File: config.mk
export PLATFORM = sky130hd
export DESIGN_NAME = t0_apdu_exchange_control_core
export DESIGN_NICKNAME = d
export VERILOG_FILES = /design/src/design/t0ax_pkg.sv /design/src/design/t0_apdu_exchange_control_core.sv
export SDC_FILE = /design/constraint.sdc
export NUM_CORES = 1
export LEC_CHECK = 0
export BUFFER_PORTS_ARGS = -buffer_cell sky130_fd_sc_hd__buf_2
export CAP_MARGIN = 25
export CORE_MARGIN = 8
export CORE_UTILIZATION = 47
export DETAILED_ROUTE_END_ITERATION = 7
export PLACE_DENSITY_LB_ADDON = 0.08
export SLEW_MARGIN = 10
export SYNTH_ARGS = -nofsm -noshare
export SYNTH_HDL_FRONTEND = slang
export SYNTH_SLANG_ARGS = --single-unit
File: constraint.sdc
create_clock -name clk -period 3.6 [get_ports clk]
set_input_delay 0.54 -clock clk [delete_from_list [all_inputs] [get_ports clk]]
set_output_delay 0.54 -clock clk [all_outputs]
set_load 0.005 [all_outputs]
File: src/design/t0ax_pkg.sv
// Shared types and constants for the T=0 APDU exchange controller.
// Used by t0_apdu_exchange_control_core; depends on nothing else.
package t0ax_pkg;

  // Result action codes
  localparam logic [1:0] ACT_SEND   = 2'd0;
  localparam logic [1:0] ACT_DONE   = 2'd1;
  localparam logic [1:0] ACT_REJECT = 2'd2;

  // APDU case codes
  localparam logic [2:0] CASE_1    = 3'd0;
  localparam logic [2:0] CASE_2S   = 3'd1;
  localparam logic [2:0] CASE_2E   = 3'd2;
  localparam logic [2:0] CASE_3S   = 3'd3;
  localparam logic [2:0] CASE_3E   = 3'd4;
  localparam logic [2:0] CASE_4S   = 3'd5;
  localparam logic [2:0] CASE_4E   = 3'd6;
  localparam logic [2:0] CASE_IDLE = 3'd7;

  // Request types
  localparam logic REQ_COMMAND = 1'b0;
  localparam logic REQ_STATUS  = 1'b1;

  // Instruction and status bytes
  localparam logic [7:0] INS_GET_RESPONSE = 8'hC0;
  localparam logic [7:0] SW1_WRONG_LE     = 8'h6C;
  localparam logic [7:0] SW1_BYTES_AVAIL  = 8'h61;
  localparam logic [7:0] SW1_SIM_AVAIL    = 8'h9F;
  localparam logic [7:0] SW1_NORMAL       = 8'h90;
  localparam logic [7:0] SW1_NORMAL_LAST  = 8'h9F;

  // Largest Le that fits a short P3
  localparam logic [16:0] LE_SHORT_MAX = 17'd256;
  localparam logic [7:0]  COUNT_MAX    = 8'd255;
  localparam logic [7:0]  COUNT_SECOND = 8'd2;

  // One result item
  typedef struct packed {
    logic [1:0]  action;
    logic [7:0]  tpdu_class;
    logic [7:0]  tpdu_instruction;
    logic [7:0]  tpdu_param1;
    logic [7:0]  tpdu_param2;
    logic [7:0]  tpdu_param3;
    logic        append_long_le;
    logic [15:0] long_le_value;
    logic        keep_data;
    logic [15:0] final_status;
  } result_t;

endpackage

File: src/design/t0_apdu_exchange_control_core.sv
// T=0 APDU exchange controller: command header mapping and status word decisions.
// Depends on t0ax_pkg.

// Each request (a new command header or a status word from the card) gives
// exactly one result in the output register in the cycle after it is accepted. The
// decision is made by combinational logic between the request port and one output
// register, so a request is taken every cycle, and also while a result waits in
// the output register provided it is being taken in the same cycle. Throughput is
// one request per cycle while the result channel is not stalled. Commands with an
// unused case code or case 3E/4E with Lc of 256 or more are answered with a
// reject, after which status words simply finish.
module t0_apdu_exchange_control_core (
  input  logic        clk,
  input  logic        rst_n,
  // request channel
  input  logic        in_valid,
  output logic        in_stall,
  input  logic        in_req_type,
  input  logic [7:0]  in_cmd_class,
  input  logic [7:0]  in_cmd_instruction,
  input  logic [7:0]  in_cmd_param1,
  input  logic [7:0]  in_cmd_param2,
  input  logic [2:0]  in_apdu_case,
  input  logic [15:0] in_command_length,
  input  logic [16:0] in_expected_length,
  input  logic [15:0] in_status_word,
  // result channel
  output logic        out_valid,
  input  logic        out_stall,
  output logic [1:0]  out_action,
  output logic [7:0]  out_tpdu_class,
  output logic [7:0]  out_tpdu_instruction,
  output logic [7:0]  out_tpdu_param1,
  output logic [7:0]  out_tpdu_param2,
  output logic [7:0]  out_tpdu_param3,
  output logic        out_append_long_le,
  output logic [15:0] out_long_le_value,
  output logic        out_keep_data,
  output logic [15:0] out_final_status
);

  // Exchange state
  logic [2:0]  case_r,  case_nxt;
  logic [16:0] le_r,    le_nxt;
  logic [7:0]  cla_r,   cla_nxt;
  logic [7:0]  ins_r,   ins_nxt;
  logic [7:0]  p1_r,    p1_nxt;
  logic [7:0]  p2_r,    p2_nxt;
  logic [7:0]  p3_r,    p3_nxt;
  logic [7:0]  count_r, count_nxt;

  // Output register
  logic                 out_valid_r;
  t0ax_pkg::result_t    res_r, res_nxt;

  logic accept;
  logic [7:0] sw1, sw2;
  logic [7:0] p3_min;
  logic       reject;
  logic       append;
  logic       resend;
  logic       get_resp;
  logic       keep;
  logic [7:0] new_p3;

  // Take a request when the output register is free or being emptied
  assign in_stall = out_valid_r & out_stall;
  assign accept   = in_valid & ~in_stall;

  assign sw1    = in_status_word[15:8];
  assign sw2    = in_status_word[7:0];
  assign p3_min = (le_r < {9'd0, sw2}) ? le_r[7:0] : sw2;

  // Next state and result
  always_comb begin
    case_nxt  = case_r;
    le_nxt    = le_r;
    cla_nxt   = cla_r;
    ins_nxt   = ins_r;
    p1_nxt    = p1_r;
    p2_nxt    = p2_r;
    p3_nxt    = p3_r;
    count_nxt = count_r;
    res_nxt   = '0;
    reject    = 1'b0;
    append    = 1'b0;
    resend    = 1'b0;
    get_resp  = 1'b0;
    keep      = 1'b0;
    new_p3    = 8'd0;

    if (in_req_type == t0ax_pkg::REQ_COMMAND) begin
      // New command: P3 chosen by case
      case (in_apdu_case)
        t0ax_pkg::CASE_1: new_p3 = 8'd0;
        t0ax_pkg::CASE_2S: new_p3 = in_expected_length[7:0];
        t0ax_pkg::CASE_2E: begin
          if (in_expected_length <= t0ax_pkg::LE_SHORT_MAX) begin
            new_p3 = in_expected_length[7:0];
          end else begin
            append = 1'b1;
          end
        end
        t0ax_pkg::CASE_3S, t0ax_pkg::CASE_4S: new_p3 = in_command_length[7:0];
        t0ax_pkg::CASE_3E, t0ax_pkg::CASE_4E: begin
          if (in_command_length[15:8] == 8'd0) begin
            new_p3 = in_command_length[7:0];
          end else begin
            reject = 1'b1;
          end
        end
        default: reject = 1'b1;
      endcase

      cla_nxt   = in_cmd_class;
      ins_nxt   = in_cmd_instruction;
      p1_nxt    = in_cmd_param1;
      p2_nxt    = in_cmd_param2;
      p3_nxt    = new_p3;
      le_nxt    = in_expected_length;
      count_nxt = 8'd0;
      case_nxt  = reject ? t0ax_pkg::CASE_IDLE : in_apdu_case;

      if (reject) begin
        res_nxt.action = t0ax_pkg::ACT_REJECT;
      end else begin
        res_nxt.action           = t0ax_pkg::ACT_SEND;
        res_nxt.tpdu_class       = in_cmd_class;
        res_nxt.tpdu_instruction = in_cmd_instruction;
        res_nxt.tpdu_param1      = in_cmd_param1;
        res_nxt.tpdu_param2      = in_cmd_param2;
        res_nxt.tpdu_param3      = new_p3;
        res_nxt.append_long_le   = append;
        res_nxt.long_le_value    = append ? in_expected_length[15:0] : 16'd0;
      end
    end else begin
      // Status word: saturating exchange count
      if (count_r != t0ax_pkg::COUNT_MAX) begin
        count_nxt = count_r + 8'd1;
      end

      case (case_r)
        t0ax_pkg::CASE_2S: begin
          resend = (sw1 == t0ax_pkg::SW1_WRONG_LE);
          keep   = sw1 inside {[t0ax_pkg::SW1_NORMAL:t0ax_pkg::SW1_NORMAL_LAST]};
        end
        t0ax_pkg::CASE_2E: begin
          resend = (sw1 == t0ax_pkg::SW1_WRONG_LE);
          if (le_r <= t0ax_pkg::LE_SHORT_MAX) begin
            keep = sw1 inside {[t0ax_pkg::SW1_NORMAL:t0ax_pkg::SW1_NORMAL_LAST]};
          end
        end
        t0ax_pkg::CASE_4S: begin
          if (count_nxt >= t0ax_pkg::COUNT_SECOND) begin
            resend = (sw1 == t0ax_pkg::SW1_WRONG_LE);
            keep   = sw1 inside {[t0ax_pkg::SW1_NORMAL:t0ax_pkg::SW1_NORMAL_LAST]};
          end else if (sw1 == t0ax_pkg::SW1_NORMAL) begin
            get_resp = 1'b1;
            new_p3   = le_r[7:0];
          end else if (sw1 == t0ax_pkg::SW1_BYTES_AVAIL
                       || sw1 == t0ax_pkg::SW1_SIM_AVAIL) begin
            get_resp = 1'b1;
            new_p3   = p3_min;
          end
        end
        default: ;
      endcase

      if (resend) begin
        p3_nxt = sw2;
      end else if (get_resp) begin
        ins_nxt = t0ax_pkg::INS_GET_RESPONSE;
        p1_nxt  = 8'd0;
        p2_nxt  = 8'd0;
        p3_nxt  = new_p3;
      end

      if (resend || get_resp) begin
        res_nxt.action           = t0ax_pkg::ACT_SEND;
        res_nxt.tpdu_class       = cla_nxt;
        res_nxt.tpdu_instruction = ins_nxt;
        res_nxt.tpdu_param1      = p1_nxt;
        res_nxt.tpdu_param2      = p2_nxt;
        res_nxt.tpdu_param3      = p3_nxt;
      end else begin
        res_nxt.action       = t0ax_pkg::ACT_DONE;
        res_nxt.keep_data    = keep;
        res_nxt.final_status = in_status_word;
      end
    end
  end

  // State registers
  always_ff @(posedge clk) begin
    if (!rst_n) begin
      case_r  <= t0ax_pkg::CASE_1;
      le_r    <= '0;
      cla_r   <= '0;
      ins_r   <= '0;
      p1_r    <= '0;
      p2_r    <= '0;
      p3_r    <= '0;
      count_r <= '0;
    end else if (accept) begin
      case_r  <= case_nxt;
      le_r    <= le_nxt;
      cla_r   <= cla_nxt;
      ins_r   <= ins_nxt;
      p1_r    <= p1_nxt;
      p2_r    <= p2_nxt;
      p3_r    <= p3_nxt;
      count_r <= count_nxt;
    end
  end

  // Output register
  always_ff @(posedge clk) begin
    if (!rst_n) begin
      out_valid_r <= 1'b0;
    end else if (accept) begin
      out_valid_r <= 1'b1;
    end else if (!out_stall) begin
      out_valid_r <= 1'b0;
    end
  end

  always_ff @(posedge clk) begin
    if (accept) begin
      res_r <= res_nxt;
    end
  end

  assign out_valid            = out_valid_r;
  assign out_action           = res_r.action;
  assign out_tpdu_class       = res_r.tpdu_class;
  assign out_tpdu_instruction = res_r.tpdu_instruction;
  assign out_tpdu_param1      = res_r.tpdu_param1;
  assign out_tpdu_param2      = res_r.tpdu_param2;
  assign out_tpdu_param3      = res_r.tpdu_param3;
  assign out_append_long_le   = res_r.append_long_le;
  assign out_long_le_value    = res_r.long_le_value;
  assign out_keep_data        = res_r.keep_data;
  assign out_final_status     = res_r.final_status;

`ifndef SYNTHESIS
  // Every accepted request leaves a result in the output register
  a_accept_gives_result: assert property (@(posedge clk) disable iff (!rst_n)
    accept |=> out_valid)
    else $error("accepted request produced no result");

  // Oversized extended Lc is rejected
  a_long_lc_rejected: assert property (@(posedge clk) disable iff (!rst_n)
    accept && in_req_type == t0ax_pkg::REQ_COMMAND
      && (in_apdu_case == t0ax_pkg::CASE_3E || in_apdu_case == t0ax_pkg::CASE_4E)
      && in_command_length[15:8] != 8'd0
    |=> out_action == t0ax_pkg::ACT_REJECT && case_r == t0ax_pkg::CASE_IDLE)
    else $error("oversized Lc not rejected");

  // Long Le is only appended to a header send
  a_append_only_on_send: assert property (@(posedge clk) disable iff (!rst_n)
    out_valid && out_append_long_le |-> out_action == t0ax_pkg::ACT_SEND
      && out_tpdu_param3 == 8'd0)
    else $error("long Le appended outside a header send");

  // A status word never gives a reject
  a_status_no_reject: assert property (@(posedge clk) disable iff (!rst_n)
    accept && in_req_type == t0ax_pkg::REQ_STATUS
    |=> out_action != t0ax_pkg::ACT_REJECT && !out_append_long_le)
    else $error("status word produced reject or long Le");
`endif

endmodule

==> impl_results.html <==
<table>
<tr><th>Metric</th><th>Value</th></tr>
<tr><th colspan="2">Synthesis</th></tr>
<tr><td>Proportion of netlist area held by the largest area contributor</td><td>about two fifths</td></tr>
<tr><td>Leading post-synthesis cells by cell area</td><td>edfxtp_1 (39%), dfxtp_1 (21%), a22o_1 (8.9%)</td></tr>
<tr><td>Number of enable flip-flop cells after synthesis</td><td>76</td></tr>
<tr><td>Ys flop type</td><td>edfxtp_1</td></tr>
<tr><td>Unique cell type count in the Yosys netlist</td><td>55</td></tr>
<tr><td>Largest area contributor in the netlist</td><td>edfxtp_1</td></tr>
<tr><td>Count of state elements after synthesis</td><td>137</td></tr>
<tr><td>Net count of the mapped netlist</td><td>626</td></tr>
<tr><td>Async S/R FF share, synth</td><td>0%</td></tr>
<tr><td>Sequential cell area fraction in the yosys report</td><td>59.54%</td></tr>
<tr><td>Post-Synthesis Mean Instance Area</td><td>about 11 µm²</td></tr>
<tr><td>Most common cell in the netlist</td><td>edfxtp_1</td></tr>
<tr><td>Area of the mapped netlist</td><td>5884 µm²</td></tr>
<tr><td>Synth Instances</td><td>about 530</td></tr>
<tr><td>Synthesis Warnings</td><td>0</td></tr>
<tr><td>Most frequent cells after synthesis</td><td>edfxtp_1 (76), nand2_1 (67), dfxtp_1 (61), a22o_1 (60), a21oi_1 (51)</td></tr>
<tr><th colspan="2">Die</th></tr>
<tr><td>Initial core utilization</td><td>47.40%</td></tr>
<tr><td>Die H</td><td>127.9 µm</td></tr>
<tr><td>Core Footprint</td><td>12410 µm²</td></tr>
<tr><td>Die X-Extent</td><td>between 100 and 150 µm</td></tr>
<tr><td>Row Count</td><td>41</td></tr>
<tr><td>I/O pin total</td><td>between 150 and 200</td></tr>
<tr><td>Overall die area</td><td>16360 µm²</td></tr>
<tr><th colspan="2">Power and ir drop</th></tr>
<tr><td>Total power</td><td>3789 µW</td></tr>
<tr><td>Maximum ir drop on the vdd rail</td><td>0.3501 mV</td></tr>
<tr><td>Pleak</td><td>0.003066 µW</td></tr>
<tr><td>Areal power density over the cells</td><td>507.6 nW/µm²</td></tr>
<tr><th colspan="2">Worst setup path</th></tr>
<tr><td>Ordered cell list for the critical path</td><td>ha_1 -&gt; and3_1 -&gt; and3_1 -&gt; a32o_1 -&gt; a31oi_2 -&gt; buf_4 -&gt; nor3_1 -&gt; nor3b_1</td></tr>
<tr><td>R2R cell count</td><td>8</td></tr>
<tr><td>Crit path max fanout</td><td>10</td></tr>
<tr><td>Delay-heaviest family, CP</td><td>simple AND/OR/NAND/NOR gates</td></tr>
<tr><td>Type of element launching the critical path</td><td>flop</td></tr>
<tr><td>Data arrival at the endpoint of the critical path</td><td>3.07 ns</td></tr>
<tr><td>Category of the worst setup path capture point</td><td>flop</td></tr>
<tr><td>Cell mode on critical path</td><td>and3_1</td></tr>
<tr><td>Critical R2R Launch</td><td>count_r[0]</td></tr>
<tr><td>Setup slack of the worst register-to-register path</td><td>0.79 ns</td></tr>
<tr><td>Required time of the critical path</td><td>3.86 ns</td></tr>
<tr><td>Crit path largest cell delay</td><td>0.70 ns</td></tr>
<tr><td>Terminus of the critical flop-to-flop path</td><td>out_keep_data</td></tr>
<tr><td>Slowest stage cell, crit path</td><td>nor3_1</td></tr>
<tr><td>Combined buffer and inverter count along the critical path</td><td>1</td></tr>
<tr><td>Worst Path Class, Setup</td><td>flop to flop</td></tr>
<tr><th colspan="2">Final layout</th></tr>
<tr><td>Fillers</td><td>1081</td></tr>
<tr><td>Total inserted antenna cells</td><td>0</td></tr>
<tr><td>Area grow syn2layout</td><td>26.86%</td></tr>
<tr><td>Final nets</td><td>788</td></tr>
<tr><td>Final instance count without filler cells</td><td>875</td></tr>
<tr><td>Fraction of final layout cells with drive strength greater than 1</td><td>31.15%</td></tr>
<tr><th colspan="2">Outcome</th></tr>
<tr><td>Status</td><td>finished, final reports clean</td></tr>
<tr><th colspan="2">Timing</th></tr>
<tr><td>Finish-stage setup viols</td><td>0</td></tr>
<tr><td>Period utilisation layout</td><td>78.04%</td></tr>
<tr><td>Final worst path period need</td><td>roughly 2.8 ns</td></tr>
<tr><td>Relative max-transition margin</td><td>37.52%</td></tr>
<tr><td>Pin slew with the least headroom to its limit</td><td>0.9363 ns</td></tr>
<tr><td>Hold Violations, Final</td><td>0</td></tr>
<tr><td>Setup repair after global routing missed its margin</td><td>no</td></tr>
<tr><td>Final number of max-transition violations</td><td>0</td></tr>
<tr><td>Post-route setup TNS</td><td>0 ns</td></tr>
<tr><td>Highest attainable clock frequency</td><td>0.3560 GHz</td></tr>
<tr><td>Clock Skew</td><td>0.009447 ns</td></tr>
<tr><th colspan="2">Detailed routing</th></tr>
<tr><td>Detailed Route Iter0 Violations</td><td>371</td></tr>
<tr><td>Wirelength, routed</td><td>15.37 mm</td></tr>
<tr><td>Post-detailed-route count of antenna-violating nets</td><td>0</td></tr>
<tr><td>Wire per inst</td><td>17.57 µm</td></tr>
<tr><td>DR vias</td><td>4828</td></tr>
<tr><td>Vias per cell</td><td>5.518</td></tr>
<tr><td>Post-route DRC violation count</td><td>0</td></tr>
<tr><td>Number of optimization iterations in the first detailed-route pass</td><td>7</td></tr>
<tr><th colspan="2">Min path</th></tr>
<tr><td>Critical hold path startpoint</td><td>in_cmd_instruction[2]</td></tr>
<tr><td>Worst hold stages</td><td>2</td></tr>
<tr><td>WHS Endpoint</td><td>ins_r[2]</td></tr>
<tr><td>Kind of path behind the tightest hold check</td><td>primary input to flop</td></tr>
<tr><th colspan="2">Global routing</th></tr>
<tr><td>Overall overflow remaining after global route</td><td>0</td></tr>
<tr><td>Global-route wire length before repair</td><td>between 20 and 25 mm</td></tr>
<tr><td>Maximum number of pins on one net before global-route repair</td><td>68</td></tr>
<tr><td>Total routing resource utilization after global routing</td><td>18.70%</td></tr>
<tr><td>Vias in the first global route</td><td>4699</td></tr>
<tr><td>Initial antenna violation count</td><td>0</td></tr>
<tr><th colspan="2">Placement</th></tr>
<tr><td>Number of buffers added on ports</td><td>166</td></tr>
<tr><td>Routability congestion estimate from global placement</td><td>0.8589</td></tr>
<tr><td>Dpl hpwl</td><td>11.23 mm</td></tr>
<tr><td># placed instances</td><td>between 800 and 900</td></tr>
<tr><th colspan="2">Clock network</th></tr>
<tr><td>Post-CTS Hold Buffers</td><td>0</td></tr>
<tr><td>TritonCTS clock tree</td><td>done</td></tr>
<tr><td>Post-cts sizing count</td><td>0</td></tr>
<tr><td>Number of buffers added for setup after CTS</td><td>0</td></tr>
<tr><td>Root cell of the clock tree</td><td>clkbuf_16</td></tr>
<tr><td>Clock latency on the worst-skew pair</td><td>0.42 ns</td></tr>
<tr><td>Num Clock Sinks</td><td>137</td></tr>
<tr><td>Maximum buffer depth of the clock tree</td><td>2</td></tr>
<tr><td>CTS clock-pin slew for the worst setup and hold paths</td><td>0.06 ns</td></tr>
<tr><td>Total CTS buffers</td><td>17</td></tr>
<tr><td>H-Tree Level Count</td><td>4</td></tr>
<tr><th colspan="2">Run</th></tr>
<tr><td>Number of maximum-capacitance violations</td><td>0</td></tr>
</table>
[per-layer routing]
layer	up-vias	global-route usage [%]	share of wire [%]
li1	2325	-	-
met1	2308	23.07	44
met2	179	29.40	47
met3	16	6.281	7.8
met4	0	7.762	1.3
met5	-	0	0
[worst max path at each step]
stage | slack (ns) | endpoint | cells after the start | startpoint
6_report | 0.79 | out_keep_data | 8 | count_r[0]
5_1_grt | 0.46 | out_keep_data | 8 | count_r[0]
4_1_cts | 0.78 | out_keep_data | 8 | count_r[0]
3_5_place_dp | 0.65 | out_tpdu_param3[0] | 8 | in_status_word[1]
3_3_place_gp | 0.69 | out_tpdu_param3[0] | 9 | in_status_word[2]
2_1_floorplan | 1.11 | out_tpdu_param3[0] | 7 | in_status_word[1]
[cells by family (layout without fill, tap and decap cells)]
logic type               after synthesis  count (layout)  share of synthesized area (%)
buffers and inverters                 47             221                          3.508
multiplexers                           2               2                         0.4039
flip-flops                           137             137                          59.54
AND/OR/NAND/NOR                      177             177                          15.67
XOR/XNOR                               1               1                         0.1489
adder cells (fa/ha/maj)                8               8                          1.701
AO/OA/AOI/OAI                        157             157                          19.03
[cell usage in the layout (no fill, tap or decap), types with 3 or more instances in the layout]
cell type and instances:
inv_1 13, clkinv_2 4, clkbuf_16 18, nor3_1 11, nand2_1 67, buf_4 8, a31oi_1 5, nand3_1 9
nor2_2 3, a22o_1 60, ha_1 8, clkbuf_8 4, buf_2 166, and2_1 26, o21ai_0 11, a21oi_1 51
nand2b_1 7, and3_1 4, o31ai_1 8, nor4_1 19, nor2_1 13, edfxtp_1 76, dfxtp_1 61
[layout make-up]
class                           instances  area (µm²)  area share (%)
Multi-Input combinational cell        345        2183           29.25
Inverter                               14       53.80          0.7208
Tap cell                              172       215.2           2.883
Clock buffer                           24       513.0           6.872
Clock inverter                          7       65.06          0.8716
Sequential cell                       137        3503           46.93
Timing Repair Buffer                  176       930.9           12.47
[metrics by stage]
step | area [µm²] | utilization (%) | setup WS [ns] | hold WS (ns)
4_1_cts | 7465 | 60.13 | 0.7811 | 0.3353
3_5_place_dp | 6887 | 55.47 | 0.6540 | 0.4475
6_report | 7465 | 60.13 | 0.7907 | 0.3523
2_1_floorplan | 5886 | - | 1.115 | 0.4360
3_3_place_gp | 6887 | 55.47 | 0.6940 | 0.4422
5_1_grt | 7465 | 60.13 | 0.4596 | 0.3446
[power by group]
part	switching, µW	internal (µW)	leakage [µW]
registers	32.0	1750	0.00126
logic	193	148	0.00153
clock network	616	1050	0.000285
total	842	2950	0.00307
[worst reg2reg max path, cell delays in order, from the launching register on]
cell	delay, ns
dfxtp_1	0.37
ha_1	0.33
and3_1	0.28
and3_1	0.20
a32o_1	0.17
a31oi_2	0.14
buf_4	0.20
nor3_1	0.70
nor3b_1	0.26
[registers in the layout, summed over array words and instances, names as in the netlist, named ones only]
name                  flops
cla_r                     8
out_final_status         16
p2_r                      8
out_tpdu_class            8
p1_r                      8
out_append_long_le        1
out_keep_data             1
count_r                   8
ins_r                     6
case_r                    3
le_r                     17
out_long_le_value        16
out_tpdu_instruction      8
out_tpdu_param3           8
out_tpdu_param1           8
out_action                2
out_valid                 1
out_tpdu_param2           8
No activity file was read; power rests on OpenSTA's default activity.
